===== src/rtl/chr_pkg.sv =====
// Shared types and constants for the consistent hash ring core.
// Used by chr_cell, chr_tree and consistent_hash_ring_core.
// No dependencies.
package chr_pkg;

   // Ring geometry
   localparam int RING_DEPTH  = 1024;
   localparam int CNT_W       = $clog2(RING_DEPTH + 1);
   localparam int KEY_W       = 32;
   localparam int NODE_W      = 6;

   // Reduction tree: cells per first-level group
   localparam int GROUP_SIZE  = 32;
   localparam int GROUP_COUNT = (RING_DEPTH + GROUP_SIZE - 1) / GROUP_SIZE;

   // Request opcodes
   localparam logic [1:0] OP_CLEAR  = 2'd0;
   localparam logic [1:0] OP_INSERT = 2'd1;
   localparam logic [1:0] OP_LOOKUP = 2'd2;

   // Response status codes
   localparam logic [1:0] STAT_OK    = 2'd0;
   localparam logic [1:0] STAT_EMPTY = 2'd1;
   localparam logic [1:0] STAT_FULL  = 2'd2;

   typedef logic [KEY_W-1:0]  key_type;
   typedef logic [NODE_W-1:0] node_type;
   typedef logic [CNT_W-1:0]  count_type;

   // Data one cell hands to the next one up the row
   typedef struct packed {
      key_type  key;
      node_type node;
      logic     ge;    // stored key >= request key (occupied cells only)
      logic     occ;   // cell holds a live entry
   } chr_link_type;

   // Per-cell contribution to the reduction tree
   typedef struct packed {
      logic     hit;   // first cell whose key >= request key
      logic     eq;    // stored key equals request key
      node_type node;  // node of the hit cell, zero elsewhere
   } chr_tap_type;

   // Broadcast command from the sequencer to every cell
   typedef struct packed {
      logic     load;    // capture compare flags against key
      logic     shift;   // open a slot and insert key/node
      logic     update;  // overwrite node of the equal-key cell
      key_type  key;
      node_type node;
   } chr_cmd_type;

endpackage


===== src/rtl/chr_cell.sv =====
// One ring cell: holds a key/node pair and its compare flags.
// Depends on chr_pkg; instantiated in a row by consistent_hash_ring_core.
module chr_cell
   import chr_pkg::*;
(
   input  logic         clock,
   input  logic         reset,
   input  logic         occ,
   input  chr_cmd_type  cmd,
   input  chr_link_type prev_link,
   output chr_link_type link,
   output chr_tap_type  tap
);

   key_type  key_ff;
   node_type node_ff;
   logic     ge_ff;
   logic     eq_ff;
   logic     first;
   logic     take_new;

   // Boundary of the sorted run: this cell is the insert/lookup position
   assign first    = ge_ff & ~prev_link.ge;
   assign take_new = ~prev_link.ge & (ge_ff | ~occ) & prev_link.occ;

   // Compare flags
   always_ff @(posedge clock) begin
      if (reset) begin
         ge_ff <= 1'b0;
         eq_ff <= 1'b0;
      end else if (cmd.load) begin
         ge_ff <= occ & (key_ff >= cmd.key);
         eq_ff <= occ & (key_ff == cmd.key);
      end
   end

   // Entry storage: shift from the neighbor, take the new entry, or update
   always_ff @(posedge clock) begin
      if (cmd.shift) begin
         if (prev_link.ge) begin
            key_ff  <= prev_link.key;
            node_ff <= prev_link.node;
         end else if (take_new) begin
            key_ff  <= cmd.key;
            node_ff <= cmd.node;
         end
      end else if (cmd.update && eq_ff) begin
         node_ff <= cmd.node;
      end
   end

   assign link.key  = key_ff;
   assign link.node = node_ff;
   assign link.ge   = ge_ff;
   assign link.occ  = occ;

   assign tap.hit  = first;
   assign tap.eq   = eq_ff;
   assign tap.node = first ? node_ff : '0;

endmodule


===== config.mk =====
export PLATFORM = sky130hd
export DESIGN_NAME = chr_cell
export DESIGN_NICKNAME = d
export VERILOG_FILES = /design/src/rtl/chr_pkg.sv /design/src/rtl/chr_cell.sv
export SDC_FILE = /design/constraint.sdc
export NUM_CORES = 1
export LEC_CHECK = 0
export BUFFER_PORTS_ARGS = -buffer_cell sky130_fd_sc_hd__buf_4
export CELL_PAD_IN_SITES_DETAIL_PLACEMENT = 0
export CELL_PAD_IN_SITES_GLOBAL_PLACEMENT = 1
export CORE_ASPECT_RATIO = 1.5
export CORE_MARGIN = 1.5
export CORE_UTILIZATION = 36
export DETAILED_ROUTE_END_ITERATION = 12
export HOLD_SLACK_MARGIN = 0.12
export PLACE_DENSITY = 0.95
export SYNTH_ARGS = -nofsm -noshare
export SYNTH_HDL_FRONTEND = slang
export SYNTH_SLANG_ARGS = --single-unit

===== constraint.sdc =====
create_clock -name clock -period 6.7 [get_ports clock]
set_input_delay 0.67 -clock clock [delete_from_list [all_inputs] [get_ports clock]]
set_output_delay 0.67 -clock clock [all_outputs]
set_load 0.02 [all_outputs]

== Word-level counts from Yosys, hierarchy flattened ==
Index checks and enable logic that the tools add are counted.

* Eq/ne operators: 2
* Reductions and logical operators: 5
* Bitwise logic cells: 8
* Muxes and demuxes: 7
* Magnitude comparators: 1

{| class="wikitable"
|+ Operators by type and width
! operator !! number
|-
| 2-to-1 mux 32 bit || 2
|-
| == test 32 bit || 1
|-
| >= comparator 32 bit || 1
|-
| 2-to-1 mux 6 bit || 5
|-
| bitwise AND 1 bit || 5
|-
| AND reduction 2 bit || 2
|-
| nonzero test 2 bit || 2
|-
| inequality test 3 x 1 -> 1 bit (second input constant) || 1
|-
| inverter 1 bit || 2
|-
| logical AND 1 bit || 1
|-
| bitwise OR 1 bit || 1
|}

* Bits in registers: 40
* Output and inout port bits: 48

== Depth between registers and ports, before layout ==
Gate-level depths: netlist of run 1.

* Depth in word-level cells: 7
* Gate-level depth with buffers: 7
* Depth with buffers taken out: 7

== Least setup slack after synthesis of run 1 ==
Ideal clock, no wire load.

* Kind: input to register
* From: input prev_link[1] (netlist bit)
* To: register node_ff[0] (enable)
* Setup time: 321 ps
* Stages on the path: 4
* Buffers on the path: 1
* Arrival time: 2709 ps
* Data required time: 6379 ps
* Path slack: 3670 ps
* Cells stage by stage: clkbuf_1 a21oi_1 nor2_1 a31o_1

* Longest elaborated chain between the ends: 5

{| class="wikitable"
|+ Ends and longest elaborated chain
! what !! RTL line !! text
|-
| from (decl) || chr_cell.sv:10 || <nowiki>input chr_link_type prev_link,</nowiki>
|-
| inverter 1 bit || chr_cell.sv:24 || <nowiki>assign take_new = ~prev_link.ge & (ge_ff | ~occ) & prev_link.occ;</nowiki>
|-
| bitwise AND 1 bit (2 in a row) || chr_cell.sv:24 ||
|-
| inequality test 3 x 1 -> 1 bit (no line) (*) || - ||
|-
| AND reduction 2 bit (no line) (*) || - ||
|-
| to (signal assigned) || chr_cell.sv:42 || <nowiki>node_ff <= prev_link.node;</nowiki>
|-
| to (signal assigned) || chr_cell.sv:45 || <nowiki>node_ff <= cmd.node;</nowiki>
|-
| to (signal assigned) || chr_cell.sv:48 || <nowiki>node_ff <= cmd.node;</nowiki>
|-
| to (decl) || chr_cell.sv:16 || <nowiki>node_type node_ff;</nowiki>
|}

Every way passes the cells marked *; elsewhere a longest branch is shown, timed or not.
A chain may end at the register's enable or synchronous reset.

== Worst setup path after layout of run 1 ==
* From: input prev_link[1] (netlist bit)
* To: register node_ff[1] (enable)

Same word-level chain as after synthesis.

==> flow_summary_export.csv, run 1 <==
group,metric,value,unit
timing,period_share,35.8,%
timing,maxSlewHeadroom,34.2,%
cts,cts_setup_buffers,0,
yosys,synth_edf_count,38,
grt,grt_pass1_vias,2365,
route,routed_wl,6.46,mm
yosys,syn_inst,254,
yosys,yosysTopAreaCell,"edfxtp_1",
floorplanning,initial_core_util,37.3,%
cells_and_area,postLayoutCoreUtil,53.9,%
timing,setup_slack,4300,ps
power,power_leakage,0.00181,uW
cells_and_area,drive_gt1_share,40.3,%
place,gp_congestion,0.792,
timing,whs,508,ps
cts,cts_made_buffers,5,
timing,finalMaxSlewViolations,0,
yosys,synth.top_cells.by_area,"edfxtp_1 (44%), ha_1 (16%), o21ai_0 (6.4%), nand2_1 (5.5%), inv_1 (5.0%)",
yosys,seq_area_frac_synth,45.9,%
run_status,outcome,"finished clean",
timing,worstMarginPinSlew,984,ps
route,drt_iter0_drc,91,
yosys,syn_avg_cell_area,10.1,um^2
worst_setup_path,worst-path-max-fanout,66,
cts,clock_sinks,40,
power,internal-power,485,uW
timing,finClkSkew,4.87,ps
timing,max_freq,0.417,GHz
floorplanning,die_w,72.0,um
power,pwr-share-seq,45.7,%
cells_and_area,num_antenna_cells,0,
place,dp_hpwl,5.18,mm
timing,fin_crit,2400,ps
worst_setup_path,rr_worst_depth,4,
route,viasPerCell,4.88,
route,drc,0,
power,power_switching,177,uW
route,drt_first_pass_iters,4,
cts,cts_root_buffer,"clkbuf_8",
yosys,netlist-cell-type-count,38,
grt,antenna_found_initial,0,
worst_setup_path,required,6680,ps
worst_setup_path,worstPathArrival,2380,ps
floorplanning,die_h,107,um
place,portBuffers,131,
worst_setup_path,endpoint_kind,"flip-flop",
floorplanning,die_area,7680,um^2
cells_and_area,synthToLayoutAreaGrowth,44.4,%
grt,grt_max_degree,67,
worst_setup_path,setup.worst_path.class,"in -> reg",
cts,clk_pin_slew,80,ps
power,irDropWorstVdd,143,uV
power,clkPwrFrac,29.9,%
yosys,ys_top_cells_by_count,"edfxtp_1 (38), nand2_1 (38), inv_1 (34), o21ai_0 (33), ha_1 (32)",
route,maxUsedRoutingLayer,"met4",
floorplanning,io_pins,132,
power,p_comb_share,24.4,%
place,place_inst,452,
route,wl_per_cell,14.0,um
grt,overflow,0,
route,dr_wl_met2,3.57,mm
hold_path,hold_depth,2,
timing,hold_violations,0,
yosys,synth_async_sr_flop_share,0,%
grt,grt_pass1_wl,10.5,mm
cts,h-tree-depth,2,
timing,tns,0,ps
power,p_sw_share,26.8,%
floorplanning,fp.coreArea,6900,um^2
grt,grt_usage,17.2,%
cts,cts_tree,"built",
worst_setup_path,startpoint_type,"input port",
cts,insertion_delay,290,ps
route,postRouteAntennaNets,0,
power,power_density,178,nW/um^2
yosys,syn-num-nets,370,
yosys,yosysWarnings,0,
place,dp_slack,3910,ps
yosys,syn_area,2570,um^2
job,cap_viol_max_count,0,
yosys,synth_top_area_share,44.3,%
floorplanning,rows,37,
cells_and_area,nNetsFinal,497,
cts,cts_buffer_depth,2,
route,dr_wl_met3,408,um
cts,cts_resized,0,
route,vias,2243,
timing,rsz0062_at_grt,"false",
timing,setup_violations,0,
cells_and_area,fin_cells,460,
yosys,synth_ff_type,"edfxtp_1",
route,met1Wirelength,2.37,mm
yosys,synth_seq_cells,40,
cts,hold_buffers,0,
hold_path,hp-class,"reg -> reg",
-- logic make-up (layout without fill, tap and decap cells) --
kind of cell    Yosys count  count (layout)  share of synthesized area, %
simple gates             72              72                          15.0
compound gates           58              58                          13.4
buf+inv                  45             173                          7.15
flops                    40              40                          45.9
fa+ha+maj                32              32                          15.6
mux                       7               7                          3.06
-- through the flow --
step | total power (uW) | cell area, um^2
6_report | 662 | 3720
5_1_grt | 698 | 3720
4_1_cts | 672 | 3720
3_5_place_dp | 472 | 3610
3_3_place_gp | 468 | 3610
2_1_floorplan | 393 | 2570
-- metal layers --
metal	vias to the layer above	global-route usage [%]
li1	1149	-
met1	998	18.0
met2	88	32.7
met3	8	3.79
met4	0	5.93
met5	-	0
-- state kept, by name, indices dropped and copies added, names as in the netlist --
register	count
eq_ff	1
ge_ff	1
key_ff	32
node_ff	6
-- path summary, 6_finish.rpt --
| path | from | to | slack [ps] |
|---|---|---|---|
| setup / recovery | prev_link[1] | node_ff[1] | 4300 |
| setup reg to reg | ge_ff | node_ff[1] | 4720 |
| hold / removal | eq_ff | eq_ff | 510 |
| hold reg to reg | eq_ff | eq_ff | 510 |
-- cell type report --
class	instances	area [um^2]
Inverter	34	128
Multi-Input combinational cell	169	1220
Tap cell	78	97.6
Clock buffer	5	68.8
Sequential cell	40	1180
Fill cell	614	3180
Clock inverter	3	42.5
Timing Repair Buffer	131	983
-- layout by cell type (no fill, tap or decap), types with 2 or more instances in the layout --
cell type / instances
nand3_1: 6
a21oi_1: 12
and4_1: 2
clkbuf_8: 5
o21ai_0: 33
mux2_2: 7
a21o_1: 3
ha_1: 32
nand2_1: 38
buf_4: 131
nand2b_1: 2
dfxtp_1: 2
nand4_1: 3
nor3_1: 3
and2_1: 6
edfxtp_1: 38
inv_1: 34
nor2b_1: 2
-- worst max-delay path, cell delays in order --
cell	delay (ps)
buf_4	440
a21oi_1	150
nor2_4	770
a31o_1	330
-- power groups by stage --
stage / logic [uW] / clock network (uW) / registers, uW
4_1_cts: 164 / 206 / 303
3_5_place_dp: 163 / 0 / 308
5_1_grt: 180 / 213 / 305
6_report: 162 / 198 / 303
3_3_place_gp: 160 / 0 / 308
2_1_floorplan: 67.7 / 0 / 325
No activity file was read; power rests on OpenSTA's default activity.
==> inputs of run 2 (changes only) <==
--- a/config.mk
+++ b/config.mk
@@ -5,15 +5,16 @@
 export SDC_FILE = /design/constraint.sdc
 export NUM_CORES = 1
 export LEC_CHECK = 0
+export ABC_AREA = 1
 export BUFFER_PORTS_ARGS = -buffer_cell sky130_fd_sc_hd__buf_4
 export CELL_PAD_IN_SITES_DETAIL_PLACEMENT = 0
 export CELL_PAD_IN_SITES_GLOBAL_PLACEMENT = 1
 export CORE_ASPECT_RATIO = 1.5
 export CORE_MARGIN = 1.5
-export CORE_UTILIZATION = 36
+export CORE_UTILIZATION = 33
 export DETAILED_ROUTE_END_ITERATION = 12
 export HOLD_SLACK_MARGIN = 0.12
-export PLACE_DENSITY = 0.95
+export PLACE_DENSITY = 0.92
 export SYNTH_ARGS = -nofsm -noshare
 export SYNTH_HDL_FRONTEND = slang
 export SYNTH_SLANG_ARGS = --single-unit
==> constraint.sdc (replaced) <==
create_clock -name clock -period 2.3 [get_ports clock]
set_input_delay 0.23 -clock clock [delete_from_list [all_inputs] [get_ports clock]]
set_output_delay 0.23 -clock clock [all_outputs]
set_load 0.02 [all_outputs]
==> flow_summary_export.csv, run 2 <==
group,metric,value,unit
yosys,yosysWarnings,0,
grt,grt_usage,15.3,%
yosys,syn-num-nets,417,
worst_setup_path,setup.worst_path.class,"reg -> reg",
route,viasPerCell,4.40,
job,cap_viol_max_count,0,
grt,grt_pass1_vias,2337,
floorplanning,die_h,112,um
hold_path,hp-class,"in -> reg",
floorplanning,initial_core_util,34.2,%
cells_and_area,drive_gt1_share,37.2,%
grt,overflow,0,
place,dp_slack,725,ps
route,drt_iter0_drc,99,
yosys,yosysTopAreaCell,"edfxtp_1",
power,irDropWorstVdd,255,uV
yosys,syn_area,2620,um^2
cells_and_area,regArea,1180,um^2
cells_and_area,reg_top3,"key_ff: 32 flops, node_ff: 6 flops",
timing,finClkSkew,2.38,ps
power,power_density,543,nW/um^2
timing,setup_slack,746,ps
route,wl_per_cell,11.9,um
timing,worstMarginPinSlew,568,ps
cells_and_area,largest-register,"key_ff",
grt,grt_pass1_wl,10.1,mm
yosys,syn_inst,301,
power,power_leakage,0.00197,uW
hold_path,hold_depth,3,
timing,fin_crit,1550,ps
grt,antenna_found_initial,0,
yosys,synth_async_sr_flop_share,0,%
timing,max_freq,0.644,GHz
cells_and_area,num_antenna_cells,0,
worst_setup_path,required,2520,ps
timing,hold_violations,0,
cells_and_area,nNetsFinal,548,
yosys,syn_avg_cell_area,8.72,um^2
cells_and_area,layout_commonest_cell,"buf_4",
timing,maxSlewHeadroom,62.0,%
place,gp_congestion,0.791,
timing,finalMaxSlewViolations,0,
route,routed_wl,6.36,mm
cts,cts_made_buffers,5,
yosys,synth_edf_count,38,
route,drt_first_pass_iters,4,
floorplanning,die_area,8510,um^2
floorplanning,io_pins,132,
place,dp_hpwl,5.15,mm
floorplanning,fp.coreArea,7660,um^2
yosys,synth_most_common_cell,"nand2_1",
timing,period_share,67.6,%
floorplanning,rows,39,
worst_setup_path,startpoint_type,"flip-flop",
route,drc,0,
route,vias,2356,
cells_and_area,multi_input_area,1190,um^2
timing,tns,0,ps
floorplanning,die_w,75.8,um
cells_and_area,fillers,719,
cts,clk_pin_slew,60,ps
timing,whs,228,ps
timing,setup_violations,0,
cts,cts_tree,"built",
worst_setup_path,endpoint_kind,"flip-flop",
cts,cts_root_buffer,"clkbuf_16",
place,portBuffers,131,
yosys,synth_seq_cells,40,
yosys,ys_top_cells_by_count,"nand2_1 (80), inv_1 (51), edfxtp_1 (38), o21ai_0 (33), ha_1 (32)",
route,postRouteAntennaNets,0,
yosys,synth_top_area_share,43.5,%
cells_and_area,largest_reg_flops,32,
yosys,seq_area_frac_synth,45.0,%
yosys,synth.top_cells.by_area,"edfxtp_1 (43%), ha_1 (15%), nand2_1 (11%), inv_1 (7.3%), o21ai_0 (6.3%)",
yosys,netlist-cell-type-count,21,
cts,insertion_delay,280,ps
cts,cts_buffer_depth,2,
run_status,outcome,"finished clean",
yosys,synth_ff_type,"edfxtp_1",
grt,grt_max_degree,35,
cts,h-tree-depth,2,
cells_and_area,layout_common_cells,"buf_4 (134), nand2_1 (80), inv_1 (51), edfxtp_1 (38), o21ai_0 (33)",
timing,rsz0062_at_grt,"false",
cells_and_area,synthToLayoutAreaGrowth,47.1,%
worst_setup_path,worstPathArrival,1770,ps
cts,clock_sinks,40,
worst_setup_path,worst-path-max-fanout,2,
cells_and_area,postLayoutCoreUtil,50.4,%
worst_setup_path,rr_worst_depth,11,
## run 2: path summary, 6_finish.rpt
kind	end	from	slack (ps)
hold reg to reg	ge_ff	ge_ff	490
setup / recovery	ge_ff	key_ff[15]	750
hold / removal	key_ff[30]	prev_link[38]	230
setup reg to reg	ge_ff	key_ff[15]	750
## run 2: through the flow
| step | total power (uW) | area, um^2 | std cells |
|---|---|---|---|
| 2_1_floorplan | 1180 | 2620 | 301 |
| 3_3_place_gp | 1410 | 3700 | 526 |
| 3_5_place_dp | 1420 | 3700 | 526 |
| 4_1_cts | 2120 | 3860 | 535 |
| 5_1_grt | 2210 | 3860 | 535 |
| 6_report | 2100 | 3860 | 535 |
## run 2: cell type report
class / instances / area share [%]
timing repair buffer: 135 / 26.3
sequential: 40 / 30.6
inverter: 52 / 5.06
multi-input combinational: 198 / 30.8
tap: 102 / 3.31
clock inverter: 2 / 0.259
clock buffer: 6 / 3.60
## run 2: logic make-up after synthesis
family	share of synthesized area [%]
buffers and inverters	9.63
flip-flops	45.0
AND/OR/NAND/NOR	16.9
multiplexers	3.00
AO/OA/AOI/OAI	10.2
adder cells (fa/ha/maj)	15.3
## run 2: metal layers
layer	wire length (um)	vias up	GRT usage [%]
li1	-	1238	-
met1	2560	1034	17.5
met2	3340	74	27.3
met3	356	10	2.69
met4	106	0	5.48
met5	0	-	0
## run 2: power by group
part           internal (uW)  leakage (uW)  total, uW  switching, uW
Clock                    428     0.0000766        699            272
Sequential               865      0.000382        892           27.4
Combinational            246       0.00151        505            259
Total                   1540       0.00197       2100            559
## run 2: repair_timing
action,in CTS,in global routing
setup buffers,0,0
endpoints found under the hold margin,2,0
hold buffers,1,0
resized for setup,0,0
## run 2: critical path: stages, from the launching register on
cell	delay, ps
edfxtp_1	390
ha_1	300
nand2_1	70
nor2_2	130
nand2_1	110
nor2_2	130
nand2_1	60
nand2_1	60
nor2_1	30
nand2_1	60
nand2_1	50
a21oi_2	100
==> inputs of run 3 (changes only) <==
--- a/config.mk
+++ b/config.mk
@@ -11,10 +11,10 @@
 export CELL_PAD_IN_SITES_GLOBAL_PLACEMENT = 1
 export CORE_ASPECT_RATIO = 1.5
 export CORE_MARGIN = 1.5
-export CORE_UTILIZATION = 33
+export CORE_UTILIZATION = 29
 export DETAILED_ROUTE_END_ITERATION = 12
 export HOLD_SLACK_MARGIN = 0.12
-export PLACE_DENSITY = 0.92
+export PLACE_DENSITY = 0.87
 export SYNTH_ARGS = -nofsm -noshare
 export SYNTH_HDL_FRONTEND = slang
 export SYNTH_SLANG_ARGS = --single-unit
==> constraint.sdc (replaced) <==
create_clock -name clock -period 1.4 [get_ports clock]
set_input_delay 0.14 -clock clock [delete_from_list [all_inputs] [get_ports clock]]
set_output_delay 0.14 -clock clock [all_outputs]
set_load 0.02 [all_outputs]
==> flow_summary_export.csv, run 3 (synthesized netlist as in run 2, its figures left out) <==
group,metric,value,unit
run_status,outcome,"finished with violations",
run_status,violations,"negative setup slack",
cells_and_area,num_antenna_cells,0,
grt,grt_max_degree,41,
cells_and_area,postLayoutCoreUtil,52.4,%
route,routed_wl,7.19,mm
route,wl_per_cell,12.1,um
route,drt_iter0_drc,69,
power,power_density,830,nW/um^2
timing,hold_violations,0,
cells_and_area,layout_common_cells,"buf_4 (180), nand2_1 (66), inv_1 (50), edfxtp_1 (38), o21ai_0 (33)",
worst_setup_path,required,1620,ps
worst_setup_path,endpoint_kind,"flip-flop",
worst_setup_path,setup.worst_path.class,"reg -> reg",
floorplanning,die_w,80.7,um
cells_and_area,nNetsFinal,598,
power,power_leakage,0.00226,uW
cells_and_area,largest_reg_flops,32,
timing,setup_violations,2,
place,place_inst,567,
worst_setup_path,worstPathArrival,1790,ps
route,drt_first_pass_iters,4,
timing,finalMaxSlewViolations,0,
cts,clk_pin_slew,60,ps
grt,grt_pass1_vias,2581,
timing,finClkSkew,4.74,ps
floorplanning,io_pins,132,
route,postRouteAntennaNets,0,
grt,grt_pass1_wl,11.0,mm
timing,maxSlewHeadroom,59.9,%
cells_and_area,fin_cells,593,
grt,grt_usage,14.6,%
power,irDropWorstVdd,549,uV
cells_and_area,synthToLayoutAreaGrowth,76.3,%
place,portBuffers,131,
cells_and_area,layout_commonest_cell,"buf_4",
grt,antenna_found_initial,0,
cts,h-tree-depth,2,
grt,overflow,0,
hold_path,hp-class,"in -> reg",
worst_setup_path,startpoint_type,"flip-flop",
timing,setup_slack,-170,ps
timing,tns,-258,ps
route,drc,0,
cells_and_area,drive_gt1_share,51.8,%
timing,whs,135,ps
floorplanning,rows,42,
floorplanning,fp.coreArea,8830,um^2
floorplanning,die_area,9640,um^2
floorplanning,initial_core_util,29.7,%
cts,cts_buffer_depth,2,
timing,fin_crit,1570,ps
timing,max_freq,0.637,GHz
worst_setup_path,worst-path-max-fanout,2,
cts,cts_tree,"built",
timing,period_share,112,%
place,gp_congestion,0.722,
cells_and_area,reg_top3,"key_ff: 32 flops, node_ff: 6 flops",
cts,clock_sinks,40,
cts,insertion_delay,280,ps
cts,cts_made_buffers,5,
timing,rsz0062_at_grt,"true",
floorplanning,die_h,119,um
timing,worstMarginPinSlew,598,ps
cts,cts_root_buffer,"clkbuf_16",
route,viasPerCell,4.36,
cells_and_area,largest-register,"key_ff",
route,vias,2584,
power,power,3840,uW
place,dp_hpwl,5.49,mm
job,cap_viol_max_count,0,
run 3: report_power, final:
group / total [uW] / internal, uW / switching (uW) / leakage [uW]
registers: 1480 / 1420 / 58.2 / 0.000382
logic: 1150 / 615 / 535 / 0.00180
clock network: 1210 / 759 / 451 / 0.0000772
total: 3840 / 2800 / 1040 / 0.00226
run 3: final cells by class:
| class | count | area (um^2) |
|---|---|---|
| fillers | 845 | 4200 |
| multi-input cells | 198 | 1530 |
| repair buffers | 185 | 1420 |
| flip-flops and latches | 40 | 1180 |
| inverters | 52 | 195 |
| clock buffers | 8 | 156 |
| well taps | 110 | 138 |
run 3: timing repair:
action / CTS / global route
hold buffers: 1 / 0
setup endpoints to repair: 2 / 8
endpoints found under the hold margin: 2 / 0
pin swaps: 7 / 30
setup buffers: 1 / 16
gates resized for setup: 2 / 50
run 3: final timing paths:
path / startpoint / endpoint / slack (ps) / cells past startpoint
setup / recovery: key_ff[7] / ge_ff / -170 / 12
hold / removal: prev_link[23] / key_ff[15] / 130 / 3
setup reg to reg: key_ff[7] / ge_ff / -170 / 12
hold reg to reg: eq_ff / eq_ff / 590 / 3
run 3: metrics by stage:
stage	setup slack, ps	area (um^2)
after global placement	-198	4000
after detailed placement	-214	4000
after floorplan	-157	2640
after CTS	-203	4180
after global routing	-294	4620
final	-170	4620
run 3: worst max-delay path, stage by stage, from the launching register on:
cell and delay, ps:
edfxtp_1 430, ha_4 320, nand2_4 60, buf_4 120, nor2_2 90, nor2_1 50, nand2_1 50, nand2_1 40
nand2_1 60, nand2_1 50, nand2_1 60, nand2_1 60, a21oi_2 120
run 3: layer usage:
| metal | wire [um] | share of wire, % | vias to the layer above | GRT usage (%) |
|---|---|---|---|---|
| met5 | 0 | 0 | - | 0 |
| met3 | 436 | 6.1 | 6 | 3.35 |
| met4 | 80 | 1.1 | 0 | 5.17 |
| met2 | 4060 | 56 | 74 | 27.5 |
| met1 | 2610 | 36 | 1167 | 15.4 |
| li1 | - | - | 1337 | - |
